==> config.mk <==
export PLATFORM = sky130hd
export DESIGN_NAME = tsts_divmul
export DESIGN_NICKNAME = d
export VERILOG_FILES = /design/src/rtl/tsts_pkg.sv /design/src/rtl/tsts_divmul.sv
export SDC_FILE = /design/constraint.sdc
export NUM_CORES = 1
export LEC_CHECK = 0
export ABC_AREA = 1
export BUFFER_PORTS_ARGS = -buffer_cell sky130_fd_sc_hd__buf_2
export CORE_UTILIZATION = 45
export DETAILED_ROUTE_END_ITERATION = 8
export GPL_ROUTABILITY_DRIVEN = 1
export GPL_TIMING_DRIVEN = 0
export PLACE_DENSITY_LB_ADDON = 0.2
export REMOVE_ABC_BUFFERS = 1
export SYNTH_ARGS = -nofsm -noshare
export SYNTH_HDL_FRONTEND = slang
export SYNTH_SLANG_ARGS = --single-unit
export TNS_END_PERCENT = 20
==> constraint.sdc <==
create_clock -name clk_i -period 3.4 [get_ports clk_i]
set_input_delay 0.68 -clock clk_i [delete_from_list [all_inputs] [get_ports clk_i]]
set_output_delay 0.68 -clock clk_i [all_outputs]
set_load 0.03 [all_outputs]
==> src/rtl/tsts_pkg.sv <==
`timescale 1ns / 1ps
// ----------------------------------------------------------------------------
// TDMA slot keeper package
// Shared item types, register indexes, algorithm codes and unit opcodes.
// ----------------------------------------------------------------------------
package tsts_pkg;

  localparam int SLOT_W      = 6;
  localparam int CNT_W       = 7;
  localparam int MASK_W      = 64;
  localparam int TICKS_OUT_W = 32;
  localparam int CFG_DATA_W  = 64;
  localparam int CFG_IDX_W   = 2;

  localparam logic [CFG_IDX_W-1:0] REG_ALG   = 2'd0;
  localparam logic [CFG_IDX_W-1:0] REG_COUNT = 2'd1;
  localparam logic [CFG_IDX_W-1:0] REG_MASK  = 2'd2;
  localparam logic [CFG_IDX_W-1:0] REG_INIT  = 2'd3;

  localparam logic [1:0] ALG_GAP   = 2'd1;
  localparam logic [1:0] ALG_EPOCH = 2'd2;

  localparam logic [CNT_W-1:0] SLOT_COUNT_RST = 7'd64;
  localparam logic [31:0]      INIT_TICKS     = 32'd1000;

  typedef enum logic {
    OP_DIV,
    OP_MUL
  } unit_op_e;

  typedef struct packed {
    logic     start;
    unit_op_e op;
  } unit_req_t;

  typedef struct packed {
    logic              mode;
    logic [SLOT_W-1:0] rx_slot;
  } in_item_t;

  typedef struct packed {
    logic                   send_enable;
    logic [SLOT_W-1:0]      slot_index;
    logic [TICKS_OUT_W-1:0] slot_ticks;
    logic [TICKS_OUT_W-1:0] epoch_ticks;
  } out_item_t;

endpackage

==> src/rtl/tsts_divmul.sv <==
`timescale 1ns / 1ps
// ----------------------------------------------------------------------------
// TDMA slot keeper arithmetic unit
// Bit-serial restoring divider and shift-add multiplier with saturation.
// ----------------------------------------------------------------------------
module tsts_divmul #(
  parameter int TICK_WIDTH = 32
) (
  input  logic                          clk_i,
  input  logic                          rst_ni,
  input  tsts_pkg::unit_req_t           req_i,
  input  logic [TICK_WIDTH-1:0]         a_i,
  input  logic [tsts_pkg::CNT_W-1:0]    b_i,
  output logic                          done_o,
  output logic [TICK_WIDTH-1:0]         quo_o,
  output logic [tsts_pkg::CNT_W-1:0]    rem_o,
  output logic [TICK_WIDTH-1:0]         prod_o
);

  localparam int CW    = tsts_pkg::CNT_W;
  localparam int StepW = $clog2(TICK_WIDTH + 1);
  localparam int AccW  = TICK_WIDTH + CW;

  logic                 busy_q, busy_d;
  logic                 done_q, done_d;
  tsts_pkg::unit_op_e   op_q, op_d;
  logic [StepW-1:0]     cnt_q, cnt_d;
  logic [TICK_WIDTH-1:0] a_q, a_d;
  logic [CW-1:0]        b_q, b_d;
  logic [CW-1:0]        rem_q, rem_d;
  logic [AccW-1:0]      acc_q, acc_d;
  logic [CW:0]          part;
  logic [CW+1:0]        diff;

  assign part = {rem_q, a_q[TICK_WIDTH-1]};
  assign diff = {1'b0, part} - {2'b00, b_q};

  always_comb begin
    busy_d = busy_q;
    done_d = 1'b0;
    op_d   = op_q;
    cnt_d  = cnt_q;
    a_d    = a_q;
    b_d    = b_q;
    rem_d  = rem_q;
    acc_d  = acc_q;
    if (req_i.start) begin
      busy_d = 1'b1;
      op_d   = req_i.op;
      a_d    = a_i;
      b_d    = b_i;
      rem_d  = '0;
      acc_d  = '0;
      cnt_d  = (req_i.op == tsts_pkg::OP_DIV) ? StepW'(TICK_WIDTH) : StepW'(CW);
    end else if (busy_q) begin
      if (op_q == tsts_pkg::OP_DIV) begin
        if (!diff[CW+1]) begin
          rem_d = diff[CW-1:0];
          a_d   = {a_q[TICK_WIDTH-2:0], 1'b1};
        end else begin
          rem_d = part[CW-1:0];
          a_d   = {a_q[TICK_WIDTH-2:0], 1'b0};
        end
      end else begin
        acc_d = {acc_q[AccW-2:0], 1'b0} + (b_q[CW-1] ? AccW'(a_q) : '0);
        b_d   = {b_q[CW-2:0], 1'b0};
      end
      cnt_d = cnt_q - StepW'(1);
      if (cnt_q == StepW'(1)) begin
        busy_d = 1'b0;
        done_d = 1'b1;
      end
    end
  end

  always_ff @(posedge clk_i or negedge rst_ni) begin
    if (!rst_ni) begin
      busy_q <= 1'b0;
      done_q <= 1'b0;
      op_q   <= tsts_pkg::OP_DIV;
      cnt_q  <= '0;
    end else begin
      busy_q <= busy_d;
      done_q <= done_d;
      op_q   <= op_d;
      cnt_q  <= cnt_d;
    end
  end

  always_ff @(posedge clk_i) begin
    a_q   <= a_d;
    b_q   <= b_d;
    rem_q <= rem_d;
    acc_q <= acc_d;
  end

  assign done_o = done_q;
  assign quo_o  = a_q;
  assign rem_o  = rem_q;
  assign prod_o = (acc_q > AccW'({TICK_WIDTH{1'b1}})) ? {TICK_WIDTH{1'b1}}
                                                       : acc_q[TICK_WIDTH-1:0];

endmodule

==> results of run 1 <==
synth_stat cells, drive strengths merged:
cell type	instances	area share [%]
nand3	55	4.2
o2111ai	1	0.12
o221ai	2	0.25
or2	4	0.36
a21oi	59	4.2
and3	1	0.089
inv	213	11
dfxtp	46	13
o21ai	55	4.0
a31oi	1	0.089
dfrtp	9	3.2
clkbuf	17	0.91
o211ai	6	0.64
o21bai	4	0.43
nor2	92	5.3
ha	40	7.1
nand2	417	23
and2	2	0.25
o22ai	5	0.44
xor2	8	0.99
buf	9	0.60
edfxtp	39	17
nor3	13	0.99
xnor2	5	0.62
o32ai	1	0.12
nor4	3	0.36
nand3b	2	0.21
fa	2	0.57
nand4	3	0.27
routing by layer:
metal / part of all wire, % / up-vias
met5: 0 / -
met4: 0.99 / 0
met3: 4.4 / 12
met2: 44 / 115
met1: 50 / 3089
li1: - / 3657
how the worst min path moves through the flow:
| stage | from | endpoint | cells past startpoint |
|---|---|---|---|
| 3_5_place_dp | rem_o[6]$_SDFFE_PP0P_ | rem_o[6]$_SDFFE_PP0P_ | 2 |
| 5_1_grt | rst_ni | op_q$_DFFE_PN0P_ | 1 |
| 3_3_place_gp | rem_o[6]$_SDFFE_PP0P_ | rem_o[6]$_SDFFE_PP0P_ | 2 |
| 6_report | rst_ni | cnt_q[0]$_DFFE_PN0P_ | 1 |
| 2_1_floorplan | rst_ni | busy_q$_DFF_PN0_ | 0 |
| 4_1_cts | rst_ni | op_q$_DFFE_PN0P_ | 1 |
power by group through the flow:
stage / Clock, W / Combinational, W / Sequential [W]
floorplan: 0 / 0.00109 / 0.00166
global placement: 0 / 0.00168 / 0.00154
detailed placement: 0 / 0.00171 / 0.00154
CTS: 0.00109 / 0.00172 / 0.00152
global route: 0.00114 / 0.00192 / 0.00153
finish: 0.00107 / 0.00172 / 0.00151
flip-flops by register name, summed over array words and instances (netlist names):
| register | count |
|---|---|
| acc_q | 39 |
| quo_o | 32 |
| b_q | 7 |
| rem_o | 7 |
| cnt_q | 6 |
| busy_q | 1 |
| done_o | 1 |
| op_q | 1 |
cell usage in the layout (no fill, tap or decap), types with 3 or more instances in the layout:
cell type and n:
a21oi_1 59, nor2_2 10, nor2_1 82, nand2_1 402
o22ai_1 5, ha_1 40, or2_2 3, nand2_2 15
o211ai_1 6, edfxtp_1 39, o21bai_1 4, inv_2 5
dfrtp_1 9, nand3_1 51, nand4_1 3, nor3_1 12
dfxtp_1 46, inv_1 208, o21ai_0 52, nand3_2 4
clkbuf_16 9, xnor2_1 5, xor2_1 8, buf_2 113
metrics by stage:
step	TNS (ns)	area, µm²	instances	total power (W)
floorplan	0	6940	1088	0.00275
finish	0	8160	1433	0.00431
global route	0	8160	1433	0.00460
global placement	-127.52	7770	1413	0.00322
CTS	0	8150	1432	0.00433
detailed placement	-6.85	7840	1416	0.00325
kinds of logic (layout without fill, tap and decap cells):
| group | after synthesis | in the layout | share of synthesized area [%] |
|---|---|---|---|
| buffers and inverters | 239 | 347 | 12.9 |
| AND/OR/NAND/NOR | 592 | 592 | 34.7 |
| adder cells (fa/ha/maj) | 42 | 42 | 7.67 |
| AO/OA/AOI/OAI | 134 | 134 | 10.2 |
| flip-flops | 94 | 94 | 32.9 |
| XOR/XNOR | 13 | 13 | 1.62 |
timing repair:
item | in CTS | in global routing
resized for setup | 0 | 1
endpoints found under the setup margin | 0 | 24
hold endpoints to repair | 0 | 0
buffers inserted | 0 | 1
layout make-up:
cell class,instances,area (µm²),share of cell area [%]
sequential,94,2320,28.4
tap,211,264,3.23
inverter,213,800,9.79
timing repair buffer,118,634,7.77
clock buffer,9,225,2.76
multi-input combinational,781,3840,47.1
clock inverter,7,80.1,0.981
==> results.toml, run 1 <==
[timing]
whs_ns = 0.163
hold_viol = 0
slew_viol_final = 0
period_share_pct = 86.6
rsz0062_at_grt = "no"
timing.final.crit_period_ns = 2.94
slew_headroom_pct = 28.6
skew_ns = 0.0165
worst_slew_pin_slew_ns = 1.07
fmax_mhz = 340
setup_ws_ns = 0.456
setup_violations = 0

[final_layout]
antenna_cells = 0
fin_nets = 1302
layout-area-overhead-vs-synth_pct = 15.9
drive_above_1_share_pct = 14.5
final_core_util_pct = 53.5
nFillCells = 1618

[floorplan]
dieHeight_um = 127
placementRows = 45
die_x_um = 127
dieArea_um2 = 16200
design.core.area_um2 = 15300
io_pins = 115
start_util_pct = 46.2

[setup_path]
crit_path_end = "acc_q[33]$_SDFFE_PP0P_"
reg2reg_depth = 17
cp.arrival_ns = 3.20
critical-path-max-stage-delay_ns = 0.82
crit_family = "simple AND/OR/NAND/NOR gates"
cp-startpoint = "b_q[6]$_DFFE_PP_"
endpoint_kind = "flip-flop"
crit_chain = "nand2_1 -> inv_1 -> ha_1 -> inv_1 -> fa_1 -> inv_1 -> nand3_1 -> nand3_1 -> nand2_1 -> nand3_1 -> nand2_1 -> nand2_1 -> nand2_1 -> nand3_1 -> nand3_1 -> nand2_1 -> inv_1"
cp_slowest_cell = "edfxtp_1"
crit_fanout = 17
critPathRequiredTime_ns = 3.65
path_buf_inv = 4
r2r_start = "b_q[6]$_DFFE_PP_"
rrSetupSlack_ns = 0.46
path_depth = 17
start_kind = "flip-flop"
worstSetupPathType = "flip-flop to flip-flop"
worstReg2RegEnd = "acc_q[33]$_SDFFE_PP0P_"
crit_top_cell = "nand2_1"

[outcome]
status = "finished clean"

[synthesis]
syn_inst = 1114
synth_warnings = 0
ys_types = 39
synth_seq_area_share_pct = 32.9
yosys_register_bits = 94
netlist_area_um2 = 7050
avgSynthCellArea_um2 = 6.32

[power]
p_comb_share_pct = 40.0
pwr-share-clk_pct = 24.9
switching_power_w = 0.00182
power.internal_w = 0.00249
pwr-share-seq_pct = 35.1
swShare_pct = 42.3
p_per_area_nw_per_um2 = 528
peakVddDrop_uv = 362
p_leak_nw = 4.51

[routing]
wl_mm = 18.6
drt_pass1_iterations = 4
via_count = 6873
ant_nets = 0
drt_iter0_drc = 325
avgViaCountPerCell = 4.80
drc = 0
wl_per_cell_um = 13.0

[place]
gp_congestion = 0.922
post-dp-hpwl_mm = 14.0
pre_cts_ws_ns = -0.308
port_buffers = 114

[global_route]
grt_busiest_layer = "met2"
grt_use_total_pct = 24.0
grt_max_degree = 68
grt_pass1_vias = 6362
grt_use_met1_pct = 33.1
use_met2_pct = 39.1
grt_overflow = 0
antenna_found_initial = 0
grt_pass1_wl_mm = 30.7
grt_use_met3_pct = 4.15

[clock_tree]
clk_pin_slew_worst_paths_ns = 0.08
cts_htree_levels = 3
cts_root_buffer = "clkbuf_16"
cts_buffers = 9
holdBufCountCts = 0
clk_path_buf_depth = 2
cts.sinks = 94
tritoncts = "built"
clk_latency_ns = 0.36

[run]
max_cap_violations = 0

[min_path]
hold_path.class = "primary input to async pin"
(Power assumes the default switching activity.)
==> run 2, diff against run 1 <==
Settings changed: ABC_AREA 1 to unset, CAP_MARGIN set to 20.
==> results.toml, run 2 <==
[synthesis]
yosysMostFrequentCell = "nand2_1"
netlist_area_um2 = 6110
syn_inst = 667
synth_commonest_cells = "68 x nand2_1, 54 x a21oi_1, 46 x dfxtp_1"
synth_edf_count = 39
ys_types = 63
synth_top_cell_by_area = "edfxtp_1"
synth_ff_type = "dfxtp_1"
synth_seq_area_share_pct = 37.9
synth_warnings = 0
synthArstFlopShare_pct = 9.57
avgSynthCellArea_um2 = 9.17
yosys_register_bits = 94
yosys-top-cells-area = "edfxtp_1 19%, dfxtp_1 15%, ha_1 8.2%"
netlist.area_leader.share_pct = 19.2

[routing]
ant_nets = 0
drt_pass1_iterations = 4
drt_iter0_drc = 227
drc = 0
wl_mm = 14.9
avgViaCountPerCell = 5.45
wl_per_cell_um = 15.6
via_count = 5203

[power]
pwr-share-seq_pct = 36.1
power.internal_w = 0.00247
swShare_pct = 39.7
p_leak_nw = 3.31
pwr-share-clk_pct = 23.5
peakVddDrop_uv = 349
p_comb_share_pct = 40.4
p_per_area_nw_per_um2 = 561
switching_power_w = 0.00162
finalPower_w = 0.00410

[timing]
slew_viol_final = 0
timing.final.crit_period_ns = 3.29
period_share_pct = 96.6
skew_ns = 0.0110
fmax_mhz = 304
slew_headroom_pct = 26.0
worst_slew_pin_slew_ns = 1.11
whs_ns = 0.169
setup_violations = 0
finalSetupTns_ns = 0
rsz0062_at_grt = "yes"
hold_viol = 0

[final_layout]
final_cell_mix = "113 x buf_2, 67 x nand2_1, 51 x a21oi_1, 46 x dfxtp_1"
design_area_um2 = 7310
antenna_cells = 0
layout-area-overhead-vs-synth_pct = 19.5
finalNonFillerCells = 954
final_common_cell = "buf_2"
regMostFlops = "acc_q"
largest_register_ffs = 39
fin_nets = 858
drive_above_1_share_pct = 29.4

[setup_path]
cp.arrival_ns = 3.54
cp_slowest_cell = "edfxtp_1"
crit_fanout = 12
path_buf_inv = 1
endpoint_kind = "flip-flop"
critPathRequiredTime_ns = 3.65
crit_family = "compound AO/OA/AOI/OAI gates"
start_kind = "flip-flop"
critical-path-max-stage-delay_ns = 0.41
worstSetupPathType = "flip-flop to flip-flop"
crit_chain = "buf_6 -> and2_1 -> ha_4 -> a21o_1 -> a311o_1 -> a21boi_2 -> nand3_2 -> a31o_4 -> a211o_1 -> a211o_4 -> xor2_1 -> a22o_1"

[place]
place_inst = 932
port_buffers = 114
gp_congestion = 0.858
post-dp-hpwl_mm = 10.6
placed_area_um2 = 6880

[global_route]
grt_pass1_vias = 4967
grt_max_degree = 68
antenna_found_initial = 0
grt_overflow = 0
grt_use_total_pct = 21.7
grt_pass1_wl_mm = 24.2

[floorplan]
dieArea_um2 = 14100
design.core.area_um2 = 13200
dieHeight_um = 119
io_pins = 115
placementRows = 42
start_util_pct = 46.2
die_x_um = 119

[clock_tree]
holdBufCountCts = 0
clk_latency_ns = 0.36
clk_pin_slew_worst_paths_ns = 0.07
cts_root_buffer = "clkbuf_16"
clk_path_buf_depth = 2
cts.sinks = 94
cts_buffers = 9
cts_htree_levels = 3
tritoncts = "built"

[outcome]
status = "finished clean"

[min_path]
hold_path.class = "primary input to async pin"

[run]
max_cap_violations = 0
## run 2: timing repair
action / CTS / global route
pin swaps: 0 / 3
setup endpoints to repair: 22 / 44
gates cloned: 0 / 0
buffers inserted: 4 / 1
resized for setup: 5 / 16
## run 2: power by group through the flow
stage / clock, W / combinational (W) / sequential [W]
5_1_grt: 0.00103 / 0.00180 / 0.00150
4_1_cts: 0.000986 / 0.00164 / 0.00148
2_1_floorplan: 0 / 0.00104 / 0.00163
3_5_place_dp: 0 / 0.00161 / 0.00151
3_3_place_gp: 0 / 0.00157 / 0.00151
6_report: 0.000964 / 0.00165 / 0.00148
## run 2: worst paths after layout
check	from	end	slack [ns]	cells past startpoint
max in group asynchronous	rst_ni	cnt_q[5]$_DFFE_PN0P_	3.05	1
min reg2reg	acc_q[22]$_SDFFE_PP0P_	acc_q[22]$_SDFFE_PP0P_	0.47	2
min	rst_ni	done_o$_DFF_PN0_	0.17	1
max	b_q[6]$_DFFE_PP_	acc_q[32]$_SDFFE_PP0P_	0.11	12
min in group clk_i	acc_q[22]$_SDFFE_PP0P_	acc_q[22]$_SDFFE_PP0P_	0.47	2
max reg2reg	b_q[6]$_DFFE_PP_	acc_q[32]$_SDFFE_PP0P_	0.11	12
## run 2: routing by layer
| layer | up-vias | share of wire [%] | routed length, µm | track usage, % |
|---|---|---|---|---|
| li1 | 2604 | - | - | - |
| met1 | 2450 | 48 | 7140 | 29.8 |
| met2 | 132 | 45 | 6700 | 33.5 |
| met3 | 17 | 5.4 | 812 | 4.63 |
| met4 | 0 | 1.7 | 261 | 7.99 |
| met5 | - | 0 | 0 | 0 |
## run 2: cells by family (layout without fill, tap and decap cells)
family          Yosys count  in the layout  share of synthesized area [%]
fa+ha+maj                42             42                           8.84
flops                    94             94                           37.9
xor+xnor                 34             34                           4.87
mux                      40             40                           7.22
simple gates            234            234                           19.9
buf+inv                  56            167                           3.44
compound gates          167            167                           17.8
## run 2: layout make-up
cell class,instances,area (µm²)
clock inverter,6,46.3
inverter,27,101
clock buffer,10,229
timing repair buffer,124,719
sequential,94,2320
tap,176,220
fill,1255,5940
multi-input combinational,517,3670
## run 2: through the flow
step | setup WS, ns | utilization, %
6_report | 0.114 | 55.2
5_1_grt | -0.0516 | 55.2
4_1_cts | 0.0403 | 54.4
3_5_place_dp | -0.670 | 51.9
3_3_place_gp | -0.640 | 51.3
2_1_floorplan | 0.149 | -
